$ cat src/rtl/zrbd_pkg.sv
// Shared types and constants for the zero-run bitmap row decoder.
// No dependencies; imported by every module of the decoder.
package zrbd_pkg;

    localparam int BYTE_W     = 8;
    localparam int WORD_BYTES = 8;
    localparam int WORD_W     = BYTE_W * WORD_BYTES;
    localparam int INDEX_W    = 10;
    localparam int CFG_W      = 17;
    localparam int AMT_W      = 4;

    // One classified item as handed from front to back.
    // is_lit = 1: data is a literal byte. is_lit = 0: data is a zero-run count.
    typedef struct packed {
        logic              is_lit;
        logic [BYTE_W-1:0] data;
        logic              stream_end;
    } t_cmd;

    typedef struct packed {
        logic [WORD_W-1:0]  bitmap_word;
        logic [INDEX_W-1:0] word_index;
        logic               row_last;
        logic               row_error;
    } t_word;

endpackage

$ cat src/rtl/zrbd_front.sv
// Front end: accepts compressed bytes, tracks the zero-marker state and
// classifies each item into a command for the queue. Depends on zrbd_pkg.
module zrbd_front import zrbd_pkg::*; (
    input  logic              i_clk,
    input  logic              i_rst_n,
    input  logic              i_cfg_we,
    input  logic              i_in_valid,
    output logic              o_in_ready,
    input  logic [BYTE_W-1:0] i_data_byte,
    input  logic              i_stream_end,
    input  logic              i_q_full,
    output logic              o_q_push,
    output t_cmd              o_q_cmd
);

    logic r_expect;
    logic n_expect;
    logic accept;

    assign o_in_ready = !i_q_full;
    assign accept     = i_in_valid && o_in_ready;

    always_comb begin
        n_expect         = r_expect;
        o_q_push         = 1'b0;
        o_q_cmd.is_lit   = 1'b0;
        o_q_cmd.data     = i_data_byte;
        o_q_cmd.stream_end = i_stream_end;
        if (accept) begin
            if (r_expect) begin
                // run count
                o_q_push = 1'b1;
                n_expect = 1'b0;
            end else if (i_data_byte != '0) begin
                o_q_push       = 1'b1;
                o_q_cmd.is_lit = 1'b1;
            end else if (i_stream_end) begin
                // marker at end of stream: empty run, then abort the row
                o_q_push = 1'b1;
            end else begin
                n_expect = 1'b1;
            end
        end
    end

    always_ff @(posedge i_clk) begin
        if (!i_rst_n || i_cfg_we) begin
            r_expect <= 1'b0;
        end else begin
            r_expect <= n_expect;
        end
    end

endmodule

$ cat src/rtl/zrbd_fifo.sv
// Two-entry command queue between the front and back ends.
// Depends on zrbd_pkg for the command type.
module zrbd_fifo import zrbd_pkg::*; (
    input  logic i_clk,
    input  logic i_rst_n,
    input  logic i_clear,
    input  logic i_push,
    input  t_cmd i_cmd,
    output logic o_full,
    input  logic i_pop,
    output logic o_valid,
    output t_cmd o_cmd
);

    t_cmd       r_mem [2];
    logic       r_wr_ptr;
    logic       r_rd_ptr;
    logic [1:0] r_count;

    assign o_full  = (r_count == 2'd2);
    assign o_valid = (r_count != 2'd0);
    assign o_cmd   = r_mem[r_rd_ptr];

    always_ff @(posedge i_clk) begin
        if (i_push) begin
            r_mem[r_wr_ptr] <= i_cmd;
        end
    end

    always_ff @(posedge i_clk) begin
        if (!i_rst_n || i_clear) begin
            r_wr_ptr <= 1'b0;
            r_rd_ptr <= 1'b0;
            r_count  <= 2'd0;
        end else begin
            if (i_push) begin
                r_wr_ptr <= !r_wr_ptr;
            end
            if (i_pop) begin
                r_rd_ptr <= !r_rd_ptr;
            end
            unique case ({i_push, i_pop})
                2'b10:   r_count <= r_count + 2'd1;
                2'b01:   r_count <= r_count - 2'd1;
                default: r_count <= r_count;
            endcase
        end
    end

endmodule

$ cat src/rtl/zrbd_back.sv
// Back end: writes literal bytes and zero runs into the row, packs words,
// and holds the output register. Depends on zrbd_pkg.
module zrbd_back import zrbd_pkg::*; #(
    parameter int MAX_CLUSTERS = 65536
) (
    input  logic             i_clk,
    input  logic             i_rst_n,
    input  logic             i_cfg_we,
    input  logic [CFG_W-1:0] i_cfg_data,
    input  logic             i_q_valid,
    input  t_cmd             i_q_cmd,
    output logic             o_q_pop,
    output logic             o_out_valid,
    input  logic             i_out_ready,
    output t_word            o_out
);

    localparam int MAX_BYTES = (MAX_CLUSTERS + 7) / 8;
    localparam int POS_RAW   = $clog2(MAX_BYTES + 1);
    localparam int POS_W     = (POS_RAW < AMT_W) ? AMT_W : POS_RAW;
    localparam int CC_W      = CFG_W + 1;

    logic [POS_W-1:0]  r_row_len;
    logic [POS_W-1:0]  r_pos,    n_pos;
    logic [WORD_W-1:0] r_buf,    n_buf;
    logic              r_active, n_active;
    logic              r_is_lit, n_is_lit;
    logic [BYTE_W-1:0] r_byte,   n_byte;
    logic [BYTE_W-1:0] r_cnt,    n_cnt;
    logic              r_end,    n_end;
    logic              r_out_valid, n_out_valid;
    t_word             r_out,    n_out;

    logic [CC_W-1:0]   cc_clamp;
    logic [CC_W-1:0]   len_full;
    logic [2:0]        off;
    logic [AMT_W-1:0]  room_w;
    logic [POS_W-1:0]  room_r;
    logic [AMT_W-1:0]  amt_run;
    logic [AMT_W-1:0]  amt;
    logic [AMT_W-1:0]  step_amt;
    logic [POS_W-1:0]  new_pos;
    logic [POS_W-1:0]  last_pos;
    logic [WORD_W-1:0] lit_word;
    logic [WORD_W-1:0] buf_new;
    logic              row_done;
    logic              word_full;
    logic              out_free;
    logic [BYTE_W-1:0] rem;

    // row length in bytes from the written cluster count
    always_comb begin
        if (i_cfg_data == '0) begin
            cc_clamp = CC_W'(1);
        end else if (CC_W'(i_cfg_data) > CC_W'(MAX_CLUSTERS)) begin
            cc_clamp = CC_W'(MAX_CLUSTERS);
        end else begin
            cc_clamp = CC_W'(i_cfg_data);
        end
        len_full = (cc_clamp + CC_W'(7)) >> 3;
    end

    // zero runs advance up to the next word or row boundary, or the run's end, in one step
    always_comb begin
        off     = r_pos[2:0];
        room_w  = AMT_W'(WORD_BYTES) - {1'b0, off};
        room_r  = r_row_len - r_pos;
        amt_run = (r_cnt < BYTE_W'(room_w)) ? r_cnt[AMT_W-1:0] : room_w;
        amt     = (room_r < POS_W'(amt_run)) ? room_r[AMT_W-1:0] : amt_run;
        step_amt = r_is_lit ? AMT_W'(1) : amt;
        new_pos  = r_pos + POS_W'(step_amt);
        last_pos = new_pos - POS_W'(1);
        lit_word = WORD_W'(r_byte) << {off, 3'b000};
        buf_new  = r_is_lit ? (r_buf | lit_word) : r_buf;
        row_done = (new_pos >= r_row_len);
        word_full = (new_pos[2:0] == 3'd0);
        rem      = r_is_lit ? '0 : (r_cnt - BYTE_W'(amt));
        out_free = !r_out_valid || i_out_ready;
    end

    always_comb begin
        n_pos       = r_pos;
        n_buf       = r_buf;
        n_active    = r_active;
        n_is_lit    = r_is_lit;
        n_byte      = r_byte;
        n_cnt       = r_cnt;
        n_end       = r_end;
        n_out       = r_out;
        n_out_valid = r_out_valid && !i_out_ready;
        o_q_pop     = 1'b0;

        if (!r_active) begin
            o_q_pop = i_q_valid;
        end else if (r_is_lit || r_cnt != '0) begin
            if (!(row_done || word_full) || out_free) begin
                n_pos    = new_pos;
                n_buf    = buf_new;
                n_cnt    = rem;
                n_is_lit = 1'b0;
                if (row_done) begin
                    n_out_valid       = 1'b1;
                    n_out.bitmap_word = buf_new;
                    n_out.word_index  = INDEX_W'(last_pos >> 3);
                    n_out.row_last    = 1'b1;
                    n_out.row_error   = 1'b0;
                    n_pos    = '0;
                    n_buf    = '0;
                    n_active = 1'b0;
                    o_q_pop  = i_q_valid;
                end else begin
                    if (word_full) begin
                        n_out_valid       = 1'b1;
                        n_out.bitmap_word = buf_new;
                        n_out.word_index  = INDEX_W'(last_pos >> 3);
                        n_out.row_last    = 1'b0;
                        n_out.row_error   = 1'b0;
                        n_buf             = '0;
                    end
                    if (rem == '0 && !r_end) begin
                        n_active = 1'b0;
                        o_q_pop  = i_q_valid;
                    end
                end
            end
        end else if (r_end) begin
            // stream ran out before the row filled: flush partial word
            if (out_free) begin
                n_out_valid       = 1'b1;
                n_out.bitmap_word = r_buf;
                n_out.word_index  = INDEX_W'(r_pos >> 3);
                n_out.row_last    = 1'b1;
                n_out.row_error   = 1'b1;
                n_pos    = '0;
                n_buf    = '0;
                n_active = 1'b0;
                o_q_pop  = i_q_valid;
            end
        end else begin
            n_active = 1'b0;
            o_q_pop  = i_q_valid;
        end

        if (o_q_pop) begin
            n_active = 1'b1;
            n_is_lit = i_q_cmd.is_lit;
            n_byte   = i_q_cmd.data;
            n_cnt    = i_q_cmd.is_lit ? '0 : i_q_cmd.data;
            n_end    = i_q_cmd.stream_end;
        end
    end

    always_ff @(posedge i_clk) begin
        if (!i_rst_n) begin
            r_row_len   <= POS_W'(1);
            r_pos       <= '0;
            r_buf       <= '0;
            r_active    <= 1'b0;
            r_out_valid <= 1'b0;
        end else if (i_cfg_we) begin
            r_row_len   <= POS_W'(len_full);
            r_pos       <= '0;
            r_buf       <= '0;
            r_active    <= 1'b0;
            r_out_valid <= n_out_valid;
        end else begin
            r_pos       <= n_pos;
            r_buf       <= n_buf;
            r_active    <= n_active;
            r_out_valid <= n_out_valid;
        end
    end

    always_ff @(posedge i_clk) begin
        r_is_lit <= n_is_lit;
        r_byte   <= n_byte;
        r_cnt    <= n_cnt;
        r_end    <= n_end;
        r_out    <= n_out;
    end

    assign o_out_valid = r_out_valid;
    assign o_out       = r_out;

endmodule

$ cat src/rtl/zero_run_bitmap_decoder.sv
// Path: an accepted literal byte passes the command queue, the back-end command registers
//   and the output register. Throughput: one literal or marker byte per cycle while no zero
//   run is being written and the output is not stalled; a zero run is written in steps that
//   each end at a word or row boundary or at the run's end; an early stream end adds a flush step.
// Reset (i_rst_n, synchronous, active low) clears the row state and queue;
//   cluster_count returns to 1. A register write also starts a new row.
module zero_run_bitmap_decoder import zrbd_pkg::*; #(
    parameter int MAX_CLUSTERS = 65536
) (
    input  logic               i_clk,
    input  logic               i_rst_n,
    input  logic               i_cfg_we,
    input  logic [CFG_W-1:0]   i_cfg_data,
    input  logic               i_in_valid,
    output logic               o_in_ready,
    input  logic [BYTE_W-1:0]  i_data_byte,
    input  logic               i_stream_end,
    output logic               o_out_valid,
    input  logic               i_out_ready,
    output logic [WORD_W-1:0]  o_bitmap_word,
    output logic [INDEX_W-1:0] o_word_index,
    output logic               o_row_last,
    output logic               o_row_error
);

    logic  q_full;
    logic  q_push;
    t_cmd  q_in_cmd;
    logic  q_pop;
    logic  q_valid;
    t_cmd  q_out_cmd;
    t_word out_word;

    zrbd_front u_front (
        .i_clk        (i_clk),
        .i_rst_n      (i_rst_n),
        .i_cfg_we     (i_cfg_we),
        .i_in_valid   (i_in_valid),
        .o_in_ready   (o_in_ready),
        .i_data_byte  (i_data_byte),
        .i_stream_end (i_stream_end),
        .i_q_full     (q_full),
        .o_q_push     (q_push),
        .o_q_cmd      (q_in_cmd)
    );

    zrbd_fifo u_fifo (
        .i_clk   (i_clk),
        .i_rst_n (i_rst_n),
        .i_clear (i_cfg_we),
        .i_push  (q_push),
        .i_cmd   (q_in_cmd),
        .o_full  (q_full),
        .i_pop   (q_pop),
        .o_valid (q_valid),
        .o_cmd   (q_out_cmd)
    );

    zrbd_back #(
        .MAX_CLUSTERS (MAX_CLUSTERS)
    ) u_back (
        .i_clk       (i_clk),
        .i_rst_n     (i_rst_n),
        .i_cfg_we    (i_cfg_we),
        .i_cfg_data  (i_cfg_data),
        .i_q_valid   (q_valid),
        .i_q_cmd     (q_out_cmd),
        .o_q_pop     (q_pop),
        .o_out_valid (o_out_valid),
        .i_out_ready (i_out_ready),
        .o_out       (out_word)
    );

    assign o_bitmap_word = out_word.bitmap_word;
    assign o_word_index  = out_word.word_index;
    assign o_row_last    = out_word.row_last;
    assign o_row_error   = out_word.row_error;

endmodule

$ cat config.mk
export PLATFORM = sky130hd
export DESIGN_NAME = zero_run_bitmap_decoder
export DESIGN_NICKNAME = d
export VERILOG_FILES = /design/src/rtl/zrbd_pkg.sv /design/src/rtl/zrbd_front.sv /design/src/rtl/zrbd_fifo.sv /design/src/rtl/zrbd_back.sv /design/src/rtl/zero_run_bitmap_decoder.sv
export SDC_FILE = /design/constraint.sdc
export NUM_CORES = 1
export LEC_CHECK = 0
export BUFFER_PORTS_ARGS = -buffer_cell sky130_fd_sc_hd__buf_2
export CAP_MARGIN = 40
export CELL_PAD_IN_SITES_DETAIL_PLACEMENT = 0
export CELL_PAD_IN_SITES_GLOBAL_PLACEMENT = 2
export CORE_ASPECT_RATIO = 0.8
export CORE_MARGIN = 3
export CORE_UTILIZATION = 38
export DETAILED_ROUTE_END_ITERATION = 8
export PLACE_DENSITY = 0.76
export SETUP_SLACK_MARGIN = 0.15
export SYNTH_ARGS = -nofsm -noshare
export SYNTH_HDL_FRONTEND = slang
export SYNTH_SLANG_ARGS = --single-unit
$ cat constraint.sdc
create_clock -name i_clk -period 15.2 [get_ports i_clk]
set_input_delay 2.28 -clock i_clk [delete_from_list [all_inputs] [get_ports i_clk]]
set_output_delay 2.28 -clock i_clk [all_outputs]
set_load 0.05 [all_outputs]
---- Yosys cells after proc, flatten, opt, wreduce, memory -nomap -nowiden ----
Memory sizes are Yosys's and may differ from the RTL's. A register that Yosys moved wholly into a read port is not among the register bits.
Index checks and enable logic that the tools add are counted.
cells by class
  add/subtract/negate cells ............... 8
  multiply operators ...................... 0
  div/mod/pow operators ................... 0
  order comparisons ....................... 4
  eq/ne operators ......................... 5
  shift operators ......................... 1
  muxes and demuxes ....................... 70
  bitwise operators ....................... 2
  reductions and logical operators ........ 32
operator list
  cell                   number
  $mux 76                6
  $mux 64                7
  $mux 14                5
  $or 64x64->64          1
  $shl 8x6->64           1
  $mux 8                 6
  $mux 1                 40
  $mux 17                2
  $add 17x3->17 const B  1
  $gt 17x17->1 const B   1
  $logic_not 17->1       1
  $reduce_bool 8->1      2
  $add 14x4->14          1
  $ge 14x14->1           1
  $lt 14x4->1            1
  $reduce_bool 2->1      7
  $sub 14x14->14         1
  $sub 13x1->13 const B  1
  $mux 4                 3
  $logic_not 1->1        8
  $logic_not 8->1        1
  $lt 8x4->1             1
  $sub 8x4->8            1
  $logic_or 1x1->1       5
  other kinds (15)       18
word-level totals
  flip-flop bits (word level) ............. 193
  latch bits .............................. 0
  memory bits (writable) .................. 20
  bits in read-only memories .............. 0
  input bits .............................. 31
  output and inout bits ................... 78
  logic and storage cells ................. 140
  memories ................................ 1
memory list
  memory        words  width  rd ports  clocked after Yosys merged registers in  write ports  line             RTL
  u_fifo.r_mem  2      10     1         1                                        1            zrbd_fifo.sv:15  t_cmd r_mem [2];

---- Longest topological paths before layout ----
  word-level depth ........................ 16
  mapped depth ............................ 43
  mapped depth without buffers ............ 38

---- Hierarchy ----
A second synthesis with hierarchy kept.
unflattened totals
  cell total of the unflattened synthesis .. 1,016
  area total of the unflattened synthesis .. 10,565.1 µm²
by module, submodules not included
  module      times used  cells each  area each (µm²)  seq. area each (µm²)
  zrbd_back   1           939         9,465.3          4,704.5
  zrbd_fifo   1           54          932.1            700.7
  zrbd_front  1           23          167.7            20.0

---- Worst setup path before layout ----
Ideal clock, no wire load.
  path kind ............................... reg2reg
  start ................................... register u_back.r_pos[1]
  end ..................................... register u_back.r_buf[0]
  setup time .............................. 0.128 ns
  data arrival time ....................... 12.941 ns
  data required time ...................... 15.072 ns
  path slack .............................. 2.131 ns
  stages on the path, launching flop included .. 38
  path buffers ............................ 5
  period minus slack after synthesis ...... 13.069 ns
  cell sequence ........................... dfxtp_1 > inv_1 > ha_1 > nand2b_1 > a311oi_1 > o21a_1 > or2_2 > clkbuf_1 > mux2_2 > inv_1 > ha_1 > a2111oi_0 > o311a_1 > o2111ai_1 > nor4_1 > or4b_1 > buf_2 > mux2_4 > (+2 left out) > nor2b_1 > o21ai_0 > nand2_1 > and3_1 > clkbuf_1 > nand3_1 > xnor2_1 > ha_1 > nand2_1 > o21ai_0 > nor2_1 > o21a_1 > o211a_1 > nor3_1 > nand2b_1 > clkbuf_1 > clkbuf_1 > nor2_1
between the ends
  cells in the longest elaborated chain, start to end .. 13
  elaborated cells between the ends (all ways) .. 22
  those cells by class .................... add/sub (3); order compare (3); eq/ne (1); shift (1); mux (8); bitwise (1); reduce/logical (5)
ends and longest elaborated chain
  what                                             line                              RTL
  start: declaration                               zrbd_back.sv:24                   logic [POS_W-1:0] r_pos, n_pos;
  start signal: assignment                         zrbd_back.sv:167                  r_pos <= n_pos;
  $sub 4x3->4                                      zrbd_back.sv:66                   room_w = AMT_W'(WORD_BYTES) - {1'b0, off};
  $lt 8x4->1                                       zrbd_back.sv:68                   amt_run = (r_cnt < BYTE_W'(room_w)) ? r_cnt[AMT_W-1:0] : room_w;
  $mux 4                                           zrbd_back.sv:68
  $lt 14x4->1                                      zrbd_back.sv:69                   amt = (room_r < POS_W'(amt_run)) ? room_r[AMT_W-1:0] : amt_run;
  $mux 4                                           zrbd_back.sv:69
  $mux 4                                           zrbd_back.sv:70                   step_amt = r_is_lit ? AMT_W'(1) : amt;
  $add 14x4->14                                    zrbd_back.sv:71                   new_pos = r_pos + POS_W'(step_amt);
  $ge 14x14->1 or $logic_not 3->1 (tied branches)  zrbd_back.sv:75, zrbd_back.sv:76
  $logic_or 1x1->1                                 zrbd_back.sv:96                   if (!(row_done || word_full) || out_free) begin
  $logic_not 1->1                                  zrbd_back.sv:96
  $logic_or 1x1->1                                 zrbd_back.sv:96
  $ne 2x2->1 (no line)                             n/a
  $reduce_and 4->1 (no line)                       n/a
  end signal: assignment                           zrbd_back.sv:168                  r_buf <= n_buf;
  end: declaration                                 zrbd_back.sv:25                   logic [WORD_W-1:0] r_buf, n_buf;
Several ways; a longest one is shown, not always the timed one. The select of a mux whose other input is x is not followed.
A chain may end at the register's enable or synchronous reset.

---- Worst setup path in the final report ----
  start ................................... register u_back.r_pos[1]
  end ..................................... register u_fifo.r_count[1]
between the ends
  cells in the longest elaborated chain, start to end .. 16
  elaborated cells between the ends (all ways) .. 26
  those cells by class .................... add/sub (4); order compare (3); eq/ne (2); mux (10); reduce/logical (7)
ends and longest elaborated chain
  what                                                   line                               RTL
  $sub 4x3->4                                            zrbd_back.sv:66
  $lt 8x4->1                                             zrbd_back.sv:68
  $mux 4                                                 zrbd_back.sv:68
  $lt 14x4->1                                            zrbd_back.sv:69
  $mux 4                                                 zrbd_back.sv:69
  $mux 4 or $sub 8x4->8 (tied branches)                  zrbd_back.sv:70, zrbd_back.sv:77
  $add 14x4->14 or $mux 8 (tied branches)                zrbd_back.sv:71, zrbd_back.sv:77
  $ge 14x14->1, or another cell as far along             zrbd_back.sv:75                    row_done = (new_pos >= r_row_len);
  $logic_or 1x1->1 or $logic_and 1x1->1 (tied branches)  zrbd_back.sv:96, zrbd_back.sv:120
  $logic_not 1->1 or $mux 1 (tied branches)              zrbd_back.sv:96, zrbd_back.sv:120
  $logic_or 1x1->1 or $mux 1 (tied branches)             zrbd_back.sv:96, zrbd_back.sv:101
  $mux 1 *                                               zrbd_back.sv:96
  $mux 1 *                                               zrbd_back.sv:95                    end else if (r_is_lit || r_cnt != '0) begin
  $mux 1 *                                               zrbd_back.sv:93                    if (!r_active) begin
  named net q_pop                                        zero_run_bitmap_decoder.sv:29      logic q_pop;
  $eq 2x1->1 or $eq 2x2->1 (tied branches)               zrbd_fifo.sv:42                    unique case ({i_push, i_pop})
  $pmux 2 s2 or $reduce_bool 2->1 (tied branches)        n/a
  end signal: assignment                                 zrbd_fifo.sv:43                    2'b10: r_count <= r_count + 2'd1;
  end signal: assignment                                 zrbd_fifo.sv:44                    2'b01: r_count <= r_count - 2'd1;
  end signal: assignment                                 zrbd_fifo.sv:45                    default: r_count <= r_count;
  end: declaration                                       zrbd_fifo.sv:18                    logic [1:0] r_count;
Mark *: on every way through the listed nets, which the timed path passes. The rest lies on a longest branch.

==> metrics.csv <==
stage,metric,value,unit
finish,final_cells,1494,
placed_design,dp_hpwl,19800,um
sta,setup-tns-final,0,ns
sta,max_slew_margin,45.2,%
drt,vias,7930,
sta,holdWs,0.470,ns
worst_setup_path,crit_type,reg -> reg,
worst_setup_path,slowest_delay,0.60,ns
worst_setup_path,crit_buf_inv,3,
synthesis,synth_nets,1100,
die,rows,53,
synthesis,synth_edf_count,114,
finish,drive_gt1_share,16.9,%
synthesis,ys_seq_area_share,51.5,%
power_and_ir_drop,peakVddDrop,0.0975,mV
worst_setup_path,critical_path_required,15.63,ns
drt,ant_nets,0,
synthesis,synthTopCellsByArea,"edfxtp_1 32%, dfxtp_1 19%, a21o_1 5.0%",
synthesis,synth_area,10500,um2
min_path,min_path_type,reg -> reg,
die,core_area,26800,um2
placed_design,dp_cells,1453,
die,fp.dieArea,29800,um2
sta,period_needed,9.94,ns
sta,rsz0062_at_grt,no,
power_and_ir_drop,power_density,112,nW/um2
drt,drc_errors,0,
synthesis,synthTopCellsByCount,"114 x edfxtp_1, 110 x nor2_1, 100 x dfxtp_1, 70 x a21o_1, 59 x a31oi_1",
clock_network,cts_made_buffers,23,
synthesis,yosys_warnings,0,
clock_network,postCtsHoldBufs,0,
clock_network,clkTransAtPathRegs,0.07,ns
power_and_ir_drop,p_leak,5.23,nW
sta,fin_skew,0.0232,ns
synthesis,synth_seq_cells,214,
synthesis,synth_top_area_cell,edfxtp_1,
job,drv_cap,0,
clock_network,post_cts_buffers,0,
drt,routed_wl,27100,um
sta,setup_viol,0,
synthesis,synth_top_area_share,32.5,%
grt,grt_start_max_net_pins,55,
synthesis,synth-async-reset-ratio,0,%
clock_network,h-tree-depth,1,
synthesis,synth_most_common_cell,edfxtp_1,
grt,grt_pass1_wl,42800,um
placed_design,port_buffers,108,
worst_setup_path,cp.arrival,10.37,ns
die,die_h,155,um
clock_network,cts_resized,0,
clock_network,cts_tree,done,
worst_setup_path,worst-path-max-fanout,13,
worst_setup_path,path_delay_family,simple AND/OR/NAND/NOR gates,
sta,worst_slew_pin_slew,0.818,ns
clock_network,cts-root-buf,clkbuf_16,
drt,drtIter0Drc,561,
outcome,outcome,finished clean,
die,start_util,39.4,%
worst_setup_path,critPathMostFrequentCell,ha_1,
die,fp.dieW,192,um
placed_design,gp_congestion,0.826,
finish,syn_to_final_growth,15.7,%
clock_network,cts_sinks,214,
clock_network,clk_latency,0.51,ns
clock_network,clock_path_buffers,3,
synthesis,synth_area_per_cell,10.3,um2
synthesis,ys_types,61,
drt,via_per_inst,5.31,
worst_setup_path,start_kind,flip-flop,
synthesis,synth-main-ff-cell,edfxtp_1,
sta,drv_slew,0,
grt,antenna_found_initial,0,
grt,grt-ovfl-total,0,
grt,grt.total_usage,18.2,%
die,io_pins,109,
worst_setup_path,crit_path_end_kind,flip-flop,
grt,grt_pass1_vias,7467,
worst_setup_path,cpMaxStageDelayCell,or4b_1,
synthesis,synthCells,1025,
sta,hold_violations,0,
finish,fin_nets,1196,
drt,wl_per_cell,18.1,um
finish,num_antenna_cells,0,
sta,fmax,0.101,GHz
sta,period_share,65.4,%
drt,drt-pass1-iter-count,5,
worst min-delay path, cell delays in order, from the launching register on:
cell and delay, ns:
dfxtp_1 0.33, a31oi_1 0.04, nor2_1 0.07
registers in the layout, summed over array words and instances, names as in the netlist, named ones only:
name / count
u_fifo.r_wr_ptr: 1
u_back.r_cnt: 8
u_back.r_pos: 14
u_fifo.r_rd_ptr: 1
u_back.r_end: 1
u_back.r_is_lit: 1
u_front.r_expect: 1
u_fifo.r_mem: 20
u_fifo.r_count: 2
u_back.o_out: 76
u_back.r_buf: 64
u_back.r_row_len: 14
u_back.r_active: 1
u_back.o_out_valid: 1
u_back.r_byte: 8
per-layer routing:
metal / part of all wire (%) / track usage (%)
met3: 5.3 / 2.82
met1: 52 / 29.0
met2: 42 / 26.1
met4: 1.1 / 2.81
met5: 0 / 0
worst paths after layout:
path                            depth (start not counted)                           from  slack, ns                             end
worst max-delay path                                   35   u_back.r_pos[1]$_SDFFE_PP0P_       5.26  u_fifo.r_count[1]$_SDFFE_PP0P_
worst min-delay path                                    2  u_back.r_buf[28]$_SDFFE_PP0P_       0.47   u_back.r_buf[28]$_SDFFE_PP0P_
worst max register to register                         35   u_back.r_pos[1]$_SDFFE_PP0P_       5.26  u_fifo.r_count[1]$_SDFFE_PP0P_
worst min register to register                          2  u_back.r_buf[28]$_SDFFE_PP0P_       0.47   u_back.r_buf[28]$_SDFFE_PP0P_
metrics by stage:
stage | total power [mW] | utilization [%] | worst slack, ns | area (um2)
floorplan | 0.794 | - | 2.13 | 10500
global placement | 0.852 | 42.6 | 5.67 | 11400
detailed placement | 0.851 | 42.9 | 5.43 | 11500
CTS | 1.38 | 45.5 | 5.33 | 12200
global route | 1.43 | 45.5 | 4.34 | 12200
finish | 1.36 | 45.5 | 5.26 | 12200
placed cells by master (no fill, tap or decap), types with 9 or more instances in the layout:
master | Yosys | layout
a211oi_1 | 10 | 10
a21o_1 | 70 | 69
a21oi_1 | 39 | 39
a22o_1 | 12 | 12
a31oi_1 | 59 | 59
and2_1 | 12 | 12
buf_2 | 2 | 109
buf_4 | 0 | 16
clkbuf_16 | 0 | 24
dfxtp_1 | 100 | 100
edfxtp_1 | 114 | 114
ha_1 | 41 | 41
inv_1 | 58 | 58
mux2_2 | 17 | 17
mux2i_1 | 10 | 10
nand2_1 | 45 | 45
nand2b_1 | 22 | 21
nand3_1 | 21 | 21
nor2_1 | 110 | 110
nor2b_1 | 19 | 19
nor3_1 | 18 | 16
nor4_1 | 9 | 9
o211ai_1 | 14 | 14
o21ai_0 | 29 | 29
xnor2_1 | 43 | 43
cell type report:
class | instances | area [um2]
fill | 2595 | 14600
tap | 357 | 447
timing repair buffer | 127 | 697
clock buffer | 31 | 637
clock inverter | 10 | 68.8
inverter | 59 | 221
sequential | 214 | 5430
multi-input combinational | 696 | 4700
cells by family (layout without fill, tap and decap cells):
family	after synthesis	after routing	share of synthesized area, %
flip-flops	214	214	51.5
XOR/XNOR	49	49	4.07
adder cells (fa/ha/maj)	45	45	5.53
multiplexers	30	30	3.19
AND/OR/NAND/NOR	295	295	13.6
buffers and inverters	115	227	4.12
AO/OA/AOI/OAI	277	277	18.0
report_power, final:
| part | internal, mW | switching [mW] |
|---|---|---|
| logic | 0.0695 | 0.116 |
| registers | 0.630 | 0.0236 |
| clock network | 0.297 | 0.226 |
| total | 0.997 | 0.365 |
(Power assumes the default switching activity.)
